==> src/bba_pkg.sv <==
// ----------------------------------------------------------------------------
// bba_pkg
// Shared types and constants for the bitmap block allocator: request and
// response structs, status codes, configuration register indexes and widths.
// ----------------------------------------------------------------------------
`default_nettype none

package bba_pkg;

	// pool geometry
	localparam int MAX_BLOCKS = 64;
	localparam int ADDR_W     = 32;
	localparam int IDX_W      = $clog2(MAX_BLOCKS);
	localparam int CNT_W      = $clog2(MAX_BLOCKS + 1);
	localparam int SIZE_W     = 17;
	localparam int STEP_W     = $clog2(ADDR_W);
	localparam int UNIT_W     = ADDR_W + 1;

	// configuration port
	localparam int CFG_IDX_W  = 2;
	localparam int CFG_DATA_W = 32;

	localparam logic [CFG_IDX_W-1:0] REG_BASE_ADDRESS = 2'd0;
	localparam logic [CFG_IDX_W-1:0] REG_BLOCK_SIZE   = 2'd1;
	localparam logic [CFG_IDX_W-1:0] REG_BLOCK_COUNT  = 2'd2;

	// reset values of the configuration registers
	localparam logic [ADDR_W-1:0] BASE_RESET  = '0;
	localparam logic [SIZE_W-1:0] SIZE_RESET  = SIZE_W'(16);
	localparam logic [CNT_W-1:0]  COUNT_RESET = CNT_W'(MAX_BLOCKS);

	// request kinds
	typedef enum logic {
		KIND_ALLOC = 1'b0,
		KIND_FREE  = 1'b1
	} kind_t;

	// response status codes
	typedef enum logic [2:0] {
		ST_OK           = 3'd0,
		ST_NO_BLOCK     = 3'd1,
		ST_RANGE        = 3'd2,
		ST_MISALIGNED   = 3'd3,
		ST_ALREADY_FREE = 3'd4
	} status_t;

	typedef struct packed {
		kind_t              kind;
		logic [ADDR_W-1:0]  address;
	} req_t;

	typedef struct packed {
		logic [ADDR_W-1:0]  block_address;
		status_t            status;
	} rsp_t;

endpackage

`default_nettype wire

==> src/bitmap_block_allocator_unit.sv <==
// ----------------------------------------------------------------------------
// bitmap_block_allocator_unit
// Fixed-size block allocator over a 64-bit free bitmap. A sequencer drives one
// shared 33-bit add/subtract unit: it steps the block address during the
// allocate scan, forms the free offset and runs a radix-2 restoring divide.
//
//   channel   signals                          direction  transfer when
//   request   start, busy, req                 in         start && !busy
//   response  done, rsp                        out        done (one cycle)
//   config    cfg_valid, cfg_ready,            in         cfg_valid && cfg_ready
//             cfg_index, cfg_data
//
// allocate: the scan visits one block per cycle and answers with the lowest
//   free block, or with no block when the pool is full.
// free: one subtract for the offset, 32 divide steps, then one check.
// busy drops in the cycle that carries done, so a new request can be taken
//   there. The response cannot be held off by the receiver.
// arst_n clears the bitmap to all free and the registers to their defaults.
// ----------------------------------------------------------------------------
`default_nettype none

module bitmap_block_allocator_unit
	import bba_pkg::*;
(
	input  wire logic                  clk,
	input  wire logic                  arst_n,
	// request
	input  wire logic                  start,
	output logic                       busy,
	input  wire req_t                  req,
	// response
	output logic                       done,
	output rsp_t                       rsp,
	// configuration
	input  wire logic                  cfg_valid,
	output logic                       cfg_ready,
	input  wire logic [CFG_IDX_W-1:0]  cfg_index,
	input  wire logic [CFG_DATA_W-1:0] cfg_data
);

	typedef enum logic [4:0] {
		S_IDLE = 5'b00001,
		S_SCAN = 5'b00010,
		S_OFFS = 5'b00100,
		S_DIV  = 5'b01000,
		S_FIN  = 5'b10000
	} state_t;

	state_t                state_q;
	logic [ADDR_W-1:0]     base_q;
	logic [SIZE_W-1:0]     size_q;
	logic [CNT_W-1:0]      count_q;
	logic [MAX_BLOCKS-1:0] free_map_q;
	logic [ADDR_W-1:0]     acc_q;
	logic [SIZE_W-1:0]     rem_q;
	logic [CNT_W-1:0]      idx_q;
	logic [STEP_W-1:0]     step_q;
	logic                  done_q;
	rsp_t                  rsp_q;

	logic [SIZE_W-1:0]     size_eff;
	logic [CNT_W-1:0]      count_eff;
	logic [UNIT_W-1:0]     op_a;
	logic [UNIT_W-1:0]     op_b;
	logic                  op_sub;
	logic [UNIT_W:0]       unit_sum;
	logic                  no_borrow;
	logic [SIZE_W:0]       div_part;
	logic                  start_xfer;
	logic                  quot_over;
	logic [IDX_W-1:0]      quot_idx;

	// effective configuration
	assign size_eff  = (size_q == '0) ? SIZE_W'(1) : size_q;
	assign count_eff = (count_q > CNT_W'(MAX_BLOCKS)) ? CNT_W'(MAX_BLOCKS) : count_q;

	assign busy       = (state_q != S_IDLE);
	assign cfg_ready  = ~busy;
	assign start_xfer = start && !busy;
	assign done       = done_q;
	assign rsp        = rsp_q;

	// partial remainder with the next dividend bit shifted in
	assign div_part = {rem_q, acc_q[ADDR_W-1]};

	// shared add/subtract unit operand select
	always_comb begin
		op_a   = {1'b0, acc_q};
		op_b   = UNIT_W'(size_eff);
		op_sub = 1'b0;
		case (state_q)
			S_SCAN: begin
				op_a   = {1'b0, acc_q};
				op_b   = UNIT_W'(size_eff);
				op_sub = 1'b0;
			end
			S_OFFS: begin
				op_a   = {1'b0, acc_q};
				op_b   = {1'b0, base_q};
				op_sub = 1'b1;
			end
			S_DIV: begin
				op_a   = UNIT_W'(div_part);
				op_b   = UNIT_W'(size_eff);
				op_sub = 1'b1;
			end
			default: begin
				op_a   = {1'b0, acc_q};
				op_b   = UNIT_W'(size_eff);
				op_sub = 1'b0;
			end
		endcase
	end

	assign unit_sum  = {1'b0, op_a} + {1'b0, op_b ^ {UNIT_W{op_sub}}} + (UNIT_W + 1)'(op_sub);
	assign no_borrow = unit_sum[UNIT_W];

	// quotient checks after the divide
	assign quot_over = (acc_q >= ADDR_W'(count_eff));
	assign quot_idx  = acc_q[IDX_W-1:0];

	// configuration registers
	always_ff @(posedge clk or negedge arst_n) begin
		if (!arst_n) begin
			base_q  <= BASE_RESET;
			size_q  <= SIZE_RESET;
			count_q <= COUNT_RESET;
		end else if (cfg_valid && cfg_ready) begin
			case (cfg_index)
				REG_BASE_ADDRESS: base_q  <= cfg_data[ADDR_W-1:0];
				REG_BLOCK_SIZE:   size_q  <= cfg_data[SIZE_W-1:0];
				REG_BLOCK_COUNT:  count_q <= cfg_data[CNT_W-1:0];
				default: ;
			endcase
		end
	end

	// sequencer, bitmap and response
	always_ff @(posedge clk or negedge arst_n) begin
		if (!arst_n) begin
			state_q    <= S_IDLE;
			free_map_q <= '1;
			done_q     <= 1'b0;
			idx_q      <= '0;
			step_q     <= '0;
		end else begin
			done_q <= 1'b0;
			case (state_q)
				S_IDLE: begin
					if (start_xfer) begin
						idx_q  <= '0;
						step_q <= '0;
						if (req.kind == KIND_ALLOC) begin
							acc_q   <= base_q;
							state_q <= S_SCAN;
						end else begin
							acc_q   <= req.address;
							state_q <= S_OFFS;
						end
					end
				end
				// one block per cycle, address follows in acc_q
				S_SCAN: begin
					if (idx_q >= count_eff) begin
						rsp_q.block_address <= '0;
						rsp_q.status        <= ST_NO_BLOCK;
						done_q              <= 1'b1;
						state_q             <= S_IDLE;
					end else if (free_map_q[idx_q[IDX_W-1:0]]) begin
						free_map_q[idx_q[IDX_W-1:0]] <= 1'b0;
						rsp_q.block_address <= acc_q;
						rsp_q.status        <= ST_OK;
						done_q              <= 1'b1;
						state_q             <= S_IDLE;
					end else begin
						acc_q <= unit_sum[ADDR_W-1:0];
						idx_q <= idx_q + CNT_W'(1);
					end
				end
				// offset from the pool base, wraps below the base
				S_OFFS: begin
					acc_q   <= unit_sum[ADDR_W-1:0];
					rem_q   <= '0;
					state_q <= S_DIV;
				end
				// restoring divide, quotient shifts into acc_q
				S_DIV: begin
					acc_q <= {acc_q[ADDR_W-2:0], no_borrow};
					rem_q <= no_borrow ? unit_sum[SIZE_W-1:0] : div_part[SIZE_W-1:0];
					step_q <= step_q + STEP_W'(1);
					if (step_q == STEP_W'(ADDR_W - 1)) begin
						state_q <= S_FIN;
					end
				end
				// range, alignment, then bitmap check
				S_FIN: begin
					rsp_q.block_address <= '0;
					if (quot_over) begin
						rsp_q.status <= ST_RANGE;
					end else if (rem_q != '0) begin
						rsp_q.status <= ST_MISALIGNED;
					end else if (free_map_q[quot_idx]) begin
						rsp_q.status <= ST_ALREADY_FREE;
					end else begin
						free_map_q[quot_idx] <= 1'b1;
						rsp_q.status         <= ST_OK;
					end
					done_q  <= 1'b1;
					state_q <= S_IDLE;
				end
				default: begin
					state_q <= S_IDLE;
				end
			endcase
		end
	end

	// checks
	a_start_busy: assert property (@(posedge clk) disable iff (!arst_n)
		start_xfer |=> busy)
		else $error("request transfer did not make the unit busy");

	a_done_idle: assert property (@(posedge clk) disable iff (!arst_n)
		done |-> !busy)
		else $error("response strobe while sequencer still busy");

	a_done_after_work: assert property (@(posedge clk) disable iff (!arst_n)
		done |-> $past(busy))
		else $error("response strobe without a request in progress");

	a_fail_zero_addr: assert property (@(posedge clk) disable iff (!arst_n)
		(done && rsp.status != ST_OK) |-> (rsp.block_address == '0))
		else $error("failed request carries a nonzero block address");

	a_map_change: assert property (@(posedge clk) disable iff (!arst_n)
		!$stable(free_map_q) |-> done)
		else $error("bitmap changed without a response");

endmodule

`default_nettype wire
==> config.mk <==
export PLATFORM = sky130hd
export DESIGN_NAME = bitmap_block_allocator_unit
export DESIGN_NICKNAME = d
export VERILOG_FILES = /design/src/bba_pkg.sv /design/src/bitmap_block_allocator_unit.sv
export SDC_FILE = /design/constraint.sdc
export NUM_CORES = 1
export LEC_CHECK = 0
export ABC_AREA = 1
export BUFFER_PORTS_ARGS = -buffer_cell sky130_fd_sc_hd__buf_2
export CORE_MARGIN = 1.5
export CORE_UTILIZATION = 55
export DETAILED_ROUTE_END_ITERATION = 10
export PLACE_DENSITY = 0.79
export REMOVE_ABC_BUFFERS = 1
export SYNTH_ARGS = -nofsm -noshare
export SYNTH_HDL_FRONTEND = slang
export SYNTH_SLANG_ARGS = --single-unit
==> constraint.sdc <==
create_clock -name clk -period 5.7 [get_ports clk]
set_clock_uncertainty 0.05 [all_clocks]
set_input_delay 1.14 -clock clk [delete_from_list [all_inputs] [get_ports clk]]
set_output_delay 1.14 -clock clk [all_outputs]
set_load 0.05 [all_outputs]
==> results_tabular.tex, run 1 <==
\begin{tabular}{lr}
\hline
Metric & Value \\
\hline
\multicolumn{2}{l}{\textbf{Timing}} \\
\quad Setup Viol. Count Final & 0 \\
\quad Worst setup slack after layout & 1.11 ns \\
\quad Tightest Pin Transition & 1.17 ns \\
\quad Final critical delay including setup and external delays & 4.59 ns \\
\quad Setup repair after global routing missed its margin & false \\
\quad Slew Viols, Final & 0 \\
\quad Final clock period utilization by the worst path & 80.6\% \\
\quad Final hold violation count & 0 \\
\quad Maximum clock frequency & 0.218 GHz \\
\quad Worst slew margin relative to its limit & 22.1\% \\
\multicolumn{2}{l}{\textbf{Clock network}} \\
\quad CTS tree & done \\
\quad Clock root cell & clkbuf\_16 \\
\quad Number of clock sinks & 222 \\
\quad Total CTS buffers & 26 \\
\quad Number of resized instances in the post-cts repair step & 0 \\
\quad Clock slew at reported path FFs & 0.06 ns \\
\quad \# Post-CTS Setup Buffers & 0 \\
\quad Max Root-Sink Buffers & 3 \\
\quad Count of H-tree levels built during CTS & 1 \\
\quad Hold Buf Count CTS & 0 \\
\quad Worst-Skew Late Latency & 0.55 ns \\
\multicolumn{2}{l}{\textbf{Drt}} \\
\quad Count of unresolved DRC violations after routing & 0 \\
\quad DR pass1 iterations & 6 \\
\quad Mean routed wirelength per cell & 19.9 µm \\
\quad Antenna viol nets, final & 0 \\
\quad Final wirelength & 49.4 mm \\
\quad Detailed-route via count & 15100 \\
\quad Number of DRC markers in iteration 0 & 1524 \\
\quad Post-detailed-route via-to-cell ratio & 6.08 \\
\multicolumn{2}{l}{\textbf{Synth}} \\
\quad Area share of the largest cell type after synthesis & 16.7\% \\
\quad Share of flip-flops with an asynchronous set or reset after synthesis & 62.2\% \\
\quad Sequential-to-total area share from yosys stat & 40.2\% \\
\quad Number of warnings issued by yosys & 0 \\
\quad Register bit count reported by yosys & 222 \\
\quad Post-Synthesis Cells & 2057 \\
\quad Synthesized area divided by synthesized cell count & 7.33 µm² \\
\quad Prevailing post-synth register cell & edfxtp\_1 \\
\quad Post-synthesis instance area & 15100 µm² \\
\quad Number of enable flip-flop cells after synthesis & 84 \\
\quad Number of distinct standard cells referenced by the synthesized netlist & 49 \\
\quad Largest area contributor in the netlist & edfxtp\_1 \\
\quad Cell types occupying the most area after synthesis & edfxtp\_1 (17\%), nand2\_1 (12\%), dfrtp\_1 (12\%) \\
\multicolumn{2}{l}{\textbf{Worst setup path}} \\
\quad Levels on crit path & 20 \\
\quad Worst reg-to-reg path cell count & 20 \\
\quad Delay of the slowest cell on the worst path & 0.45 ns \\
\quad Startpoint types & register \\
\quad Critical path arrival & 4.84 ns \\
\quad Classification of the worst setup path & reg2reg \\
\quad Required time reported for the critical path endpoint & 5.95 ns \\
\quad Gate family responsible for the most delay along the worst path & compound AO/OA/AOI/OAI gates \\
\quad Cell occurring most often along the worst timing path & nand2\_1 \\
\quad Number of buffer and inverter instances along the worst setup path & 3 \\
\quad Maximum net fanout on the critical path & 20 \\
\quad Worst path cell trace & nor2\_1, nand2\_1, nor2\_1, buf\_4, inv\_1, buf\_4, o21ai\_0, xor2\_1, fa\_1, nand3b\_1, nand2\_1, a21oi\_1, o21ai\_0, a21oi\_1, o21ai\_0, nand2\_1, nand2\_1, nand2\_1, nand3\_1, nand3\_1 \\
\quad Setup slack of the worst register-to-register path & 1.11 ns \\
\quad Kind of end point of the critical path & register \\
\quad Cell type of the slowest stage on the worst timing path & o21ai\_0 \\
\multicolumn{2}{l}{\textbf{Pwr}} \\
\quad Worst IR drop on VDD & 0.388 mV \\
\quad Part of the power in registers & 27.2\% \\
\quad Leak & 7.58 nW \\
\quad NetSw & 4.69 mW \\
\quad Power per Cell Area & 563 nW/µm² \\
\quad Fraction of power consumed by the clock network & 17.8\% \\
\quad Switching fraction of total power & 49.8\% \\
\quad P\_int & 4.73 mW \\
\quad Combinational Power Share & 55.0\% \\
\multicolumn{2}{l}{\textbf{Floorplan}} \\
\quad Die Footprint & 28400 µm² \\
\quad Die boundary width & 169 µm \\
\quad Boundary pin count & 109 \\
\quad Initial core utilization & 55.9\% \\
\quad Core area & 27000 µm² \\
\quad Number of standard-cell rows in the floorplan & 60 \\
\quad Chip Height & 169 µm \\
\multicolumn{2}{l}{\textbf{Final layout}} \\
\quad Area of the multi-input gates & 7730 µm² \\
\quad Post-route design area & 16700 µm² \\
\quad Area growth, synth to finish & 10.8\% \\
\quad Most used cells in the layout excluding fill and tap cells & nand2\_1 (486), o21ai\_0 (273), inv\_1 (237), nor2\_1 (188), buf\_2 (107) \\
\quad Register cell area after layout & 6060 µm² \\
\quad Antenna cell count & 0 \\
\quad Fraction of the core area covered by cells at the end of the flow & 62.0\% \\
\quad Share of cells above drive strength 1 & 13.9\% \\
\quad Non-filler cells, final & 2487 \\
\quad Post-layout nets & 2247 \\
\quad Most common library cell in the layout ignoring fill and taps & nand2\_1 \\
\quad Layout fillers & 2457 \\
\multicolumn{2}{l}{\textbf{Status}} \\
\quad Run status & finished, final reports clean \\
\multicolumn{2}{l}{\textbf{Placement}} \\
\quad Placement Setup Slack & 1.27 ns \\
\quad DP Cell Count & 2439 \\
\quad Cell area after placement & 15900 µm² \\
\quad Global placement routability congestion & 1.01 \\
\quad HPWL after detailed placement & 34.5 mm \\
\quad Number of input and output port buffers inserted & 108 \\
\multicolumn{2}{l}{\textbf{Global routing}} \\
\quad Aggregate global routing overflow & 0 \\
\quad Antenna violations before repair & 0 \\
\quad Maximum number of pins on one net before global-route repair & 66 \\
\quad Number of global-route vias before repair & 14300 \\
\quad Overall fraction of global-route tracks in use & 34.4\% \\
\quad First-pass GRT wire length & 77.0 mm \\
\multicolumn{2}{l}{\textbf{Flow run}} \\
\quad Maximum Capacitance Violations & 0 \\
\multicolumn{2}{l}{\textbf{Hold path}} \\
\quad Min-delay worst type & in2async \\
\hline
\end{tabular}
-- worst reg2reg max path, cell delays in order (launching register included) --
cell and delay [ns]:
dfstp_2 0.38, nor2_1 0.19, nand2_1 0.08, nor2_1 0.10
buf_4 0.28, inv_1 0.26, buf_4 0.25, o21ai_0 0.21
xor2_1 0.14, fa_1 0.44, nand3b_1 0.18, nand2_1 0.10
a21oi_1 0.11, o21ai_0 0.46, a21oi_1 0.23, o21ai_0 0.44
nand2_1 0.15, nand2_1 0.09, nand2_1 0.05, nand3_1 0.06
nand3_1 0.09
-- through the flow --
step                      total power [mW]  setup TNS, ns  hold slack, ns
after global placement                7.55              0           0.418
after CTS                             9.29              0           0.405
after detailed placement              7.60              0           0.423
final                                 9.41              0           0.414
after global routing                  10.0              0           0.430
after floorplan                       5.95         -17.64           0.403
-- flip-flops by register name, summed over array words and instances (netlist names) --
signal      count
idx_q           7
step_q          5
free_map_q     64
rsp            35
state_q         5
base_q         32
count_q         7
size_q         17
rem_q          17
acc_q          32
done            1
-- cell type report --
| cell class | count | share of cell area, % |
|---|---|---|
| inverters | 249 | 5.59 |
| multi-input cells | 1497 | 46.2 |
| repair buffers | 130 | 4.26 |
| clock inverters | 7 | 0.374 |
| clock buffers | 41 | 4.72 |
| well taps | 341 | 2.55 |
| flip-flops and latches | 222 | 36.3 |
-- power groups by stage --
| stage | combinational (mW) | clock (mW) | sequential, mW |
|---|---|---|---|
| 6_report | 5.18 | 1.68 | 2.56 |
| 5_1_grt | 5.66 | 1.74 | 2.59 |
| 4_1_cts | 5.06 | 1.69 | 2.55 |
| 3_5_place_dp | 5.03 | 0 | 2.57 |
| 3_3_place_gp | 4.99 | 0 | 2.56 |
| 2_1_floorplan | 3.38 | 0 | 2.57 |
-- synthesized netlist by cell type, types with 6 or more instances --
| cell | instances |
|---|---|
| mux2_2 | 15 |
| dfstp_2 | 67 |
| nand4_1 | 26 |
| nand3b_1 | 6 |
| o21bai_1 | 6 |
| buf_1 | 6 |
| nor2_1 | 189 |
| edfxtp_1 | 84 |
| o211ai_1 | 59 |
| o22ai_1 | 25 |
| clkbuf_1 | 52 |
| o21ai_1 | 68 |
| a21o_1 | 7 |
| o21ai_0 | 273 |
| nand3_1 | 50 |
| nor3_1 | 26 |
| ha_1 | 49 |
| a21oi_1 | 104 |
| nand2_1 | 486 |
| dfrtp_1 | 71 |
| xor2_1 | 12 |
| nor4_1 | 11 |
| inv_1 | 237 |
| a22oi_1 | 22 |
| inv_2 | 12 |
| nand3_2 | 9 |
| xnor2_1 | 9 |
| or2_2 | 18 |
| buf_2 | 27 |
-- final timing paths --
check                                       startpoint                     end
min in group clk                base_q[13]$_DFFE_PN0P_  base_q[13]$_DFFE_PN0P_
worst min-delay path                            arst_n  count_q[4]$_DFFE_PN0P_
max in group asynchronous                       arst_n  size_q[14]$_DFFE_PN0P_
worst max register to register  state_q[0]$_DFFE_PN1P_     acc_q[22]$_DFFE_PP_
worst min register to register  base_q[13]$_DFFE_PN0P_  base_q[13]$_DFFE_PN0P_
worst max-delay path            state_q[0]$_DFFE_PN1P_     acc_q[22]$_DFFE_PP_
-- routing by layer --
layer | share of wire (%) | GRT usage (%)
met3 | 8.0 | 4.61
met1 | 40 | 44.4
met2 | 47 | 57.4
met5 | 0 | 0
met4 | 5.2 | 16.5
-- kinds of logic (layout without fill, tap and decap cells) --
| logic type | Yosys count | after routing | share of synthesized area [%] |
|---|---|---|---|
| and+or+nand+nor | 825 | 825 | 22.9 |
| DFF | 222 | 222 | 40.2 |
| adders and majority gates | 50 | 50 | 4.20 |
| buffers and inverters | 338 | 427 | 8.75 |
| xor gates and xnor gates | 21 | 21 | 1.22 |
| muxes | 17 | 17 | 1.25 |
| AOI/OAI and AO/OA | 584 | 584 | 21.5 |
No activity file was read; power rests on OpenSTA's default activity.
==> run 2: changes to the inputs <==
PLACE_DENSITY = 0.76   (was 0.79)
clock period = 4.4 ns   (was 5.7 ns; I/O delays follow)
==> run 2 against run 1 <==
Power up 29%. Setup slack worse by 0.73 ns. Non-clock buffer count grew 21. Via count shrank 0.58%. Sequential cell count is the same. Final cell count increased by 0.76%. First-iteration DRC count shrank 3.1%. Global-route usage fell by 0.14 points. Clock-buffer cell count decreased by 4. Largest power group unchanged.
==> results_tabular.tex, run 2 (same netlist as run 1, synthesis figures left out) <==
\begin{tabular}{lr}
\hline
Metric & Value \\
\hline
\multicolumn{2}{l}{\textbf{Worst setup path}} \\
\quad Critical path arrival & 4.25 ns \\
\quad Gate family responsible for the most delay along the worst path & simple AND/OR/NAND/NOR gates \\
\quad Maximum net fanout on the critical path & 30 \\
\quad Cell type of the slowest stage on the worst timing path & fa\_1 \\
\quad Number of buffer and inverter instances along the worst setup path & 3 \\
\quad Startpoint types & register \\
\quad Kind of end point of the critical path & register \\
\quad Required time reported for the critical path endpoint & 4.62 ns \\
\quad Worst path cell trace & nor2\_1, nand2\_1, nor2\_1, inv\_1, buf\_4, o21ai\_0, xor2\_1, fa\_1, nand3b\_1, nand2\_1, a21oi\_1, o21ai\_0, buf\_4, a21oi\_1, o21ai\_0, nand2\_1, nand2\_1, nand2\_1, nand3\_1, nand3\_1 \\
\quad Delay of the slowest cell on the worst path & 0.44 ns \\
\quad Classification of the worst setup path & reg2reg \\
\quad Cell occurring most often along the worst timing path & nand2\_1 \\
\multicolumn{2}{l}{\textbf{Drt}} \\
\quad Routed length on met2 & 22.4 mm \\
\quad Mean routed wirelength per cell & 19.5 µm \\
\quad Detailed-route via count & 15000 \\
\quad Post-detailed-route via-to-cell ratio & 6.00 \\
\quad DR pass1 iterations & 6 \\
\quad Number of DRC markers in iteration 0 & 1476 \\
\quad Metal3 WL & 3.84 mm \\
\quad Final wirelength & 48.8 mm \\
\quad Antenna viol nets, final & 0 \\
\quad Count of unresolved DRC violations after routing & 0 \\
\quad Met1 wire length & 19.7 mm \\
\quad Highest routed layer & met4 \\
\multicolumn{2}{l}{\textbf{Hold path}} \\
\quad Min-delay worst type & in2async \\
\multicolumn{2}{l}{\textbf{Final layout}} \\
\quad Post-route design area & 16800 µm² \\
\quad Post-layout nets & 2267 \\
\quad Number of flip-flops under the largest register name & 64 \\
\quad Fraction of the core area covered by cells at the end of the flow & 62.5\% \\
\quad Most flops, register & free\_map\_q \\
\quad Most common library cell in the layout ignoring fill and taps & nand2\_1 \\
\quad Layout fillers & 2418 \\
\quad Area growth, synth to finish & 11.7\% \\
\quad Antenna cell count & 0 \\
\quad Most used cells in the layout excluding fill and tap cells & nand2\_1 (486), o21ai\_0 (273), inv\_1 (237), nor2\_1 (188), buf\_2 (107) \\
\quad Share of cells above drive strength 1 & 14.9\% \\
\multicolumn{2}{l}{\textbf{Placement}} \\
\quad Cell area after placement & 16000 µm² \\
\quad HPWL after detailed placement & 34.5 mm \\
\quad Number of input and output port buffers inserted & 108 \\
\quad Global placement routability congestion & 1.05 \\
\multicolumn{2}{l}{\textbf{Floorplan}} \\
\quad Chip Height & 169 µm \\
\quad Initial core utilization & 55.9\% \\
\quad Core area & 27000 µm² \\
\quad Die boundary width & 169 µm \\
\quad Boundary pin count & 109 \\
\quad Die Footprint & 28400 µm² \\
\quad Number of standard-cell rows in the floorplan & 60 \\
\multicolumn{2}{l}{\textbf{Timing}} \\
\quad Tightest Pin Transition & 1.03 ns \\
\quad Final hold violation count & 0 \\
\quad Slew Viols, Final & 0 \\
\quad Setup repair after global routing missed its margin & false \\
\quad Post-Route Setup TNS & 0 ns \\
\quad Worst slew margin relative to its limit & 31.5\% \\
\quad Maximum clock frequency & 0.248 GHz \\
\quad Setup Viol. Count Final & 0 \\
\quad Final clock period utilization by the worst path & 91.5\% \\
\quad Final critical delay including setup and external delays & 4.02 ns \\
\quad Worst Hold Margin & 0.213 ns \\
\multicolumn{2}{l}{\textbf{Pwr}} \\
\quad Leak & 7.66 nW \\
\quad Total power draw & 12.2 mW \\
\quad Power per Cell Area & 723 nW/µm² \\
\quad Worst IR drop on VDD & 0.415 mV \\
\multicolumn{2}{l}{\textbf{Global routing}} \\
\quad Maximum number of pins on one net before global-route repair & 65 \\
\quad Number of global-route vias before repair & 14100 \\
\quad Antenna violations before repair & 0 \\
\quad Aggregate global routing overflow & 0 \\
\quad Overall fraction of global-route tracks in use & 34.3\% \\
\quad First-pass GRT wire length & 76.3 mm \\
\multicolumn{2}{l}{\textbf{Clock network}} \\
\quad Count of H-tree levels built during CTS & 1 \\
\quad Max Root-Sink Buffers & 3 \\
\quad Number of clock sinks & 222 \\
\quad Total CTS buffers & 25 \\
\quad Clock root cell & clkbuf\_16 \\
\quad CTS tree & done \\
\quad Clock slew at reported path FFs & 0.06 ns \\
\quad Worst-Skew Late Latency & 0.55 ns \\
\quad Hold Buf Count CTS & 0 \\
\multicolumn{2}{l}{\textbf{Flow run}} \\
\quad Maximum Capacitance Violations & 0 \\
\multicolumn{2}{l}{\textbf{Status}} \\
\quad Run status & finished, final reports clean \\
\hline
\end{tabular}
run 2: cell count changes in the layout (fill, tap and decap cells not counted):
cell | previous run | this run
buf_4 | 22 | 42
clkinv_2 | 2 | 7
clkbuf_1 | 8 | 6
clkbuf_16 | 27 | 25
clkinv_1 | 2 | 0
a21oi_1 | 104 | 103
a21oi_2 | 0 | 1
buf_12 | 0 | 1
clkinv_4 | 1 | 0
inv_4 | 1 | 0
inv_6 | 0 | 1
run 2: path summary, 6_finish.rpt:
path	startpoint	end	slack, ns	cells past startpoint
setup / recovery	state_q[1]$_DFFE_PN0P_	acc_q[22]$_DFFE_PP_	0.38	20
max in group asynchronous	arst_n	base_q[27]$_DFFE_PN0P_	2.98	2
setup reg to reg	state_q[1]$_DFFE_PN0P_	acc_q[22]$_DFFE_PP_	0.38	20
hold reg to reg	base_q[7]$_DFFE_PN0P_	base_q[7]$_DFFE_PN0P_	0.43	2
min in group clk	base_q[7]$_DFFE_PN0P_	base_q[7]$_DFFE_PN0P_	0.43	2
hold / removal	arst_n	done$_DFF_PN0_	0.21	1
run 2: area by class of cell:
type | count | area [µm²] | share of cell area, %
tap | 341 | 427 | 2.53
clock inverter | 9 | 73.8 | 0.438
multi-input combinational | 1497 | 7730 | 45.9
sequential | 222 | 6060 | 36.0
inverter | 249 | 935 | 5.55
clock buffer | 37 | 731 | 4.34
timing repair buffer | 151 | 882 | 5.24
run 2: per-layer routing:
layer | track usage [%] | vias to the layer above
met1 | 43.5 | 6998
li1 | - | 7117
met3 | 5.12 | 175
met5 | 0 | -
met2 | 57.0 | 735
met4 | 17.9 | 0
run 2: metrics by stage:
stage	std cells	setup WS, ns
floorplan	1968	-1.85
global placement	2460	0.537
detailed placement	2460	0.488
CTS	2506	0.458
global route	2506	0.0716
finish	2506	0.376
run 2: timing repair:
item,CTS,global route
endpoints found under the setup margin,0,1
gates resized for setup,0,1
buffers inserted,0,0
run 2: report_power, final:
group	internal (mW)	switching [mW]
registers	2.89	0.391
logic	2.06	4.76
clock network	1.20	0.865
total	6.16	6.02
==> run 3: changes to the inputs <==
PLACE_DENSITY = default   (was 0.76)
PLACE_DENSITY_LB_ADDON = 0.3   (was default)
==> run 3 against run 2 <==
Core utilization up 0.26 points. Clock-buffer cell count up 1. Critical path depth down 2. Register-to-register slack about the same. Maximum frequency about the same. Global-route usage up 1.2 points. Die area unchanged. Critical path type unchanged. Critical endpoint is now acc_q[18]$_DFFE_PP_.
==> results_tabular.tex, run 3 (same netlist as run 1, synthesis figures left out) <==
\begin{tabular}{lr}
\hline
Metric & Value \\
\hline
\multicolumn{2}{l}{\textbf{Status}} \\
\quad Run status & finished, final reports clean \\
\multicolumn{2}{l}{\textbf{Global routing}} \\
\quad Met2 demand-to-capacity share in global routing & 60.2\% \\
\quad Overall fraction of global-route tracks in use & 35.4\% \\
\quad Routing layer with the top usage in global route & met2 \\
\quad Met3 Usage GRT & 4.49\% \\
\quad Antenna violations before repair & 0 \\
\quad Fraction of met1 tracks used by global routing & 44.6\% \\
\quad Number of global-route vias before repair & 14500 \\
\quad Maximum number of pins on one net before global-route repair & 66 \\
\quad First-pass GRT wire length & 78.9 mm \\
\quad Aggregate global routing overflow & 0 \\
\multicolumn{2}{l}{\textbf{Pwr}} \\
\quad Power per Cell Area & 730 nW/µm² \\
\quad Worst IR drop on VDD & 0.425 mV \\
\quad Part of the power in registers & 26.9\% \\
\quad P\_int & 6.28 mW \\
\quad NetSw & 6.06 mW \\
\quad Switching fraction of total power & 49.1\% \\
\quad Combinational Power Share & 54.9\% \\
\quad Total power draw & 12.3 mW \\
\quad Leak & 7.67 nW \\
\quad Fraction of power consumed by the clock network & 18.2\% \\
\multicolumn{2}{l}{\textbf{Clock network}} \\
\quad Clock root cell & clkbuf\_16 \\
\quad Hold Buf Count CTS & 0 \\
\quad \# Post-CTS Setup Buffers & 0 \\
\quad Count of H-tree levels built during CTS & 1 \\
\quad Total CTS buffers & 27 \\
\quad Max Root-Sink Buffers & 3 \\
\quad Worst-Skew Late Latency & 0.55 ns \\
\quad Number of resized instances in the post-cts repair step & 0 \\
\quad Number of clock sinks & 222 \\
\quad Clock slew at reported path FFs & 0.06 ns \\
\quad CTS tree & done \\
\multicolumn{2}{l}{\textbf{Hold path}} \\
\quad Min-delay worst type & in2async \\
\multicolumn{2}{l}{\textbf{Worst setup path}} \\
\quad Delay of the slowest cell on the worst path & 0.37 ns \\
\quad Classification of the worst setup path & reg2reg \\
\quad Startpoint types & register \\
\quad Cell type of the slowest stage on the worst timing path & dfstp\_2 \\
\quad Required time reported for the critical path endpoint & 4.63 ns \\
\quad Maximum net fanout on the critical path & 30 \\
\quad Critical path arrival & 4.25 ns \\
\quad Cell occurring most often along the worst timing path & o21ai\_0 \\
\quad Kind of end point of the critical path & register \\
\quad Worst path cell trace & nor2\_1, nand2\_1, nor2\_1, inv\_1, nand2\_1, buf\_4, o211ai\_1, o21ai\_0, ha\_1, a21oi\_1, nand2\_1, a21oi\_1, o21ai\_0, buf\_4, a21oi\_1, o21ai\_0, o21ai\_0, o211ai\_1 \\
\multicolumn{2}{l}{\textbf{Timing}} \\
\quad Maximum clock frequency & 0.249 GHz \\
\quad Setup Viol. Count Final & 0 \\
\quad Final critical delay including setup and external delays & 4.02 ns \\
\quad Slew Viols, Final & 0 \\
\quad Tightest Pin Transition & 1.06 ns \\
\quad Final hold violation count & 0 \\
\quad Setup repair after global routing missed its margin & false \\
\quad Worst Hold Margin & 0.315 ns \\
\quad Worst slew margin relative to its limit & 29.2\% \\
\quad Final clock period utilization by the worst path & 91.4\% \\
\multicolumn{2}{l}{\textbf{Floorplan}} \\
\quad Boundary pin count & 109 \\
\quad Initial core utilization & 55.9\% \\
\quad Number of standard-cell rows in the floorplan & 60 \\
\quad Chip Height & 169 µm \\
\quad Die Footprint & 28400 µm² \\
\quad Die boundary width & 169 µm \\
\quad Core area & 27000 µm² \\
\multicolumn{2}{l}{\textbf{Final layout}} \\
\quad Most common library cell in the layout ignoring fill and taps & nand2\_1 \\
\quad Antenna cell count & 0 \\
\quad Area of the multi-input gates & 7730 µm² \\
\quad Most flops, register & free\_map\_q \\
\quad Non-filler cells, final & 2506 \\
\quad Most used cells in the layout excluding fill and tap cells & nand2\_1 (486), o21ai\_0 (273), inv\_1 (237), nor2\_1 (188), buf\_2 (107) \\
\quad Fraction of the core area covered by cells at the end of the flow & 62.7\% \\
\quad Number of flip-flops under the largest register name & 64 \\
\quad Layout fillers & 2422 \\
\quad Post-layout nets & 2266 \\
\quad Share of cells above drive strength 1 & 14.6\% \\
\quad Area growth, synth to finish & 12.1\% \\
\quad Register cell area after layout & 6060 µm² \\
\multicolumn{2}{l}{\textbf{Drt}} \\
\quad Count of unresolved DRC violations after routing & 0 \\
\quad Antenna viol nets, final & 0 \\
\quad Final wirelength & 50.3 mm \\
\quad Number of DRC markers in iteration 0 & 1649 \\
\quad Mean routed wirelength per cell & 20.1 µm \\
\quad DR pass1 iterations & 6 \\
\quad Post-detailed-route via-to-cell ratio & 6.05 \\
\quad Detailed-route via count & 15200 \\
\multicolumn{2}{l}{\textbf{Flow run}} \\
\quad Maximum Capacitance Violations & 0 \\
\multicolumn{2}{l}{\textbf{Placement}} \\
\quad DP Cell Count & 2457 \\
\quad HPWL after detailed placement & 35.5 mm \\
\quad Number of input and output port buffers inserted & 108 \\
\quad Global placement routability congestion & 1.03 \\
\hline
\end{tabular}
## run 3: changes by cell type in the layout (fill, tap and decap cells not counted), moves of 2 or more
cell,delta
bufinv_16,+2
clkbuf_16,+2
clkinv_1,+2
clkinv_2,-4
buf_4,-5
clkbuf_1,+3
buf_12,+2
clkbuf_8,-4
## run 3: power groups by stage
stage	sequential, mW	combinational, mW	clock (mW)
6_report	3.31	6.78	2.25
2_1_floorplan	3.32	4.38	0
4_1_cts	3.30	6.69	2.27
3_3_place_gp	3.32	6.60	0
5_1_grt	3.36	7.45	2.34
3_5_place_dp	3.33	6.65	0
## run 3: final cells by class
| type | count | share of cell area, % |
|---|---|---|
| multi-input combinational | 1497 | 45.7 |
| sequential | 222 | 35.8 |
| inverter | 249 | 5.53 |
| timing repair buffer | 148 | 5.23 |
| clock buffer | 38 | 4.36 |
| tap | 341 | 2.52 |
| clock inverter | 11 | 0.814 |
## run 3: layer usage
metal  part of all wire, %  vias to the layer above  wire (µm)
met2                    48                      721      23900
met4                   5.5                        0       2760
met3                   7.0                      184       3510
met1                    40                     7147      20100
li1                      -                     7115          -
met5                     0                        -          0
## run 3: critical path: cells and delay by family (launching register included)
kind            cells  cell delay, ns
fa+ha+maj           1            0.33
simple gates        5            0.61
flops               1            0.37
buf+inv             3            0.57
compound gates      9            1.82
## run 3: final timing paths
check,depth (start not counted),from,slack (ns),to
max,18,state_q[0]$_DFFE_PN1P_,0.38,acc_q[18]$_DFFE_PP_
min,1,arst_n,0.32,free_map_q[39]$_DFFE_PN1P_
max reg2reg,18,state_q[0]$_DFFE_PN1P_,0.38,acc_q[18]$_DFFE_PP_
min reg2reg,2,free_map_q[33]$_DFFE_PN1P_,0.44,free_map_q[33]$_DFFE_PN1P_
max in group asynchronous,2,arst_n,3.07,base_q[18]$_DFFE_PN0P_
min in group clk,2,free_map_q[33]$_DFFE_PN1P_,0.44,free_map_q[33]$_DFFE_PN1P_
## run 3: stage by stage
stage	instance area, µm²	setup TNS, ns	setup WS [ns]
global placement	16000	0	0.536
floorplan	14700	-100.66	-1.85
finish	16900	0	0.379
detailed placement	16000	0	0.433
global route	16900	0	0.0568
CTS	16900	0	0.425
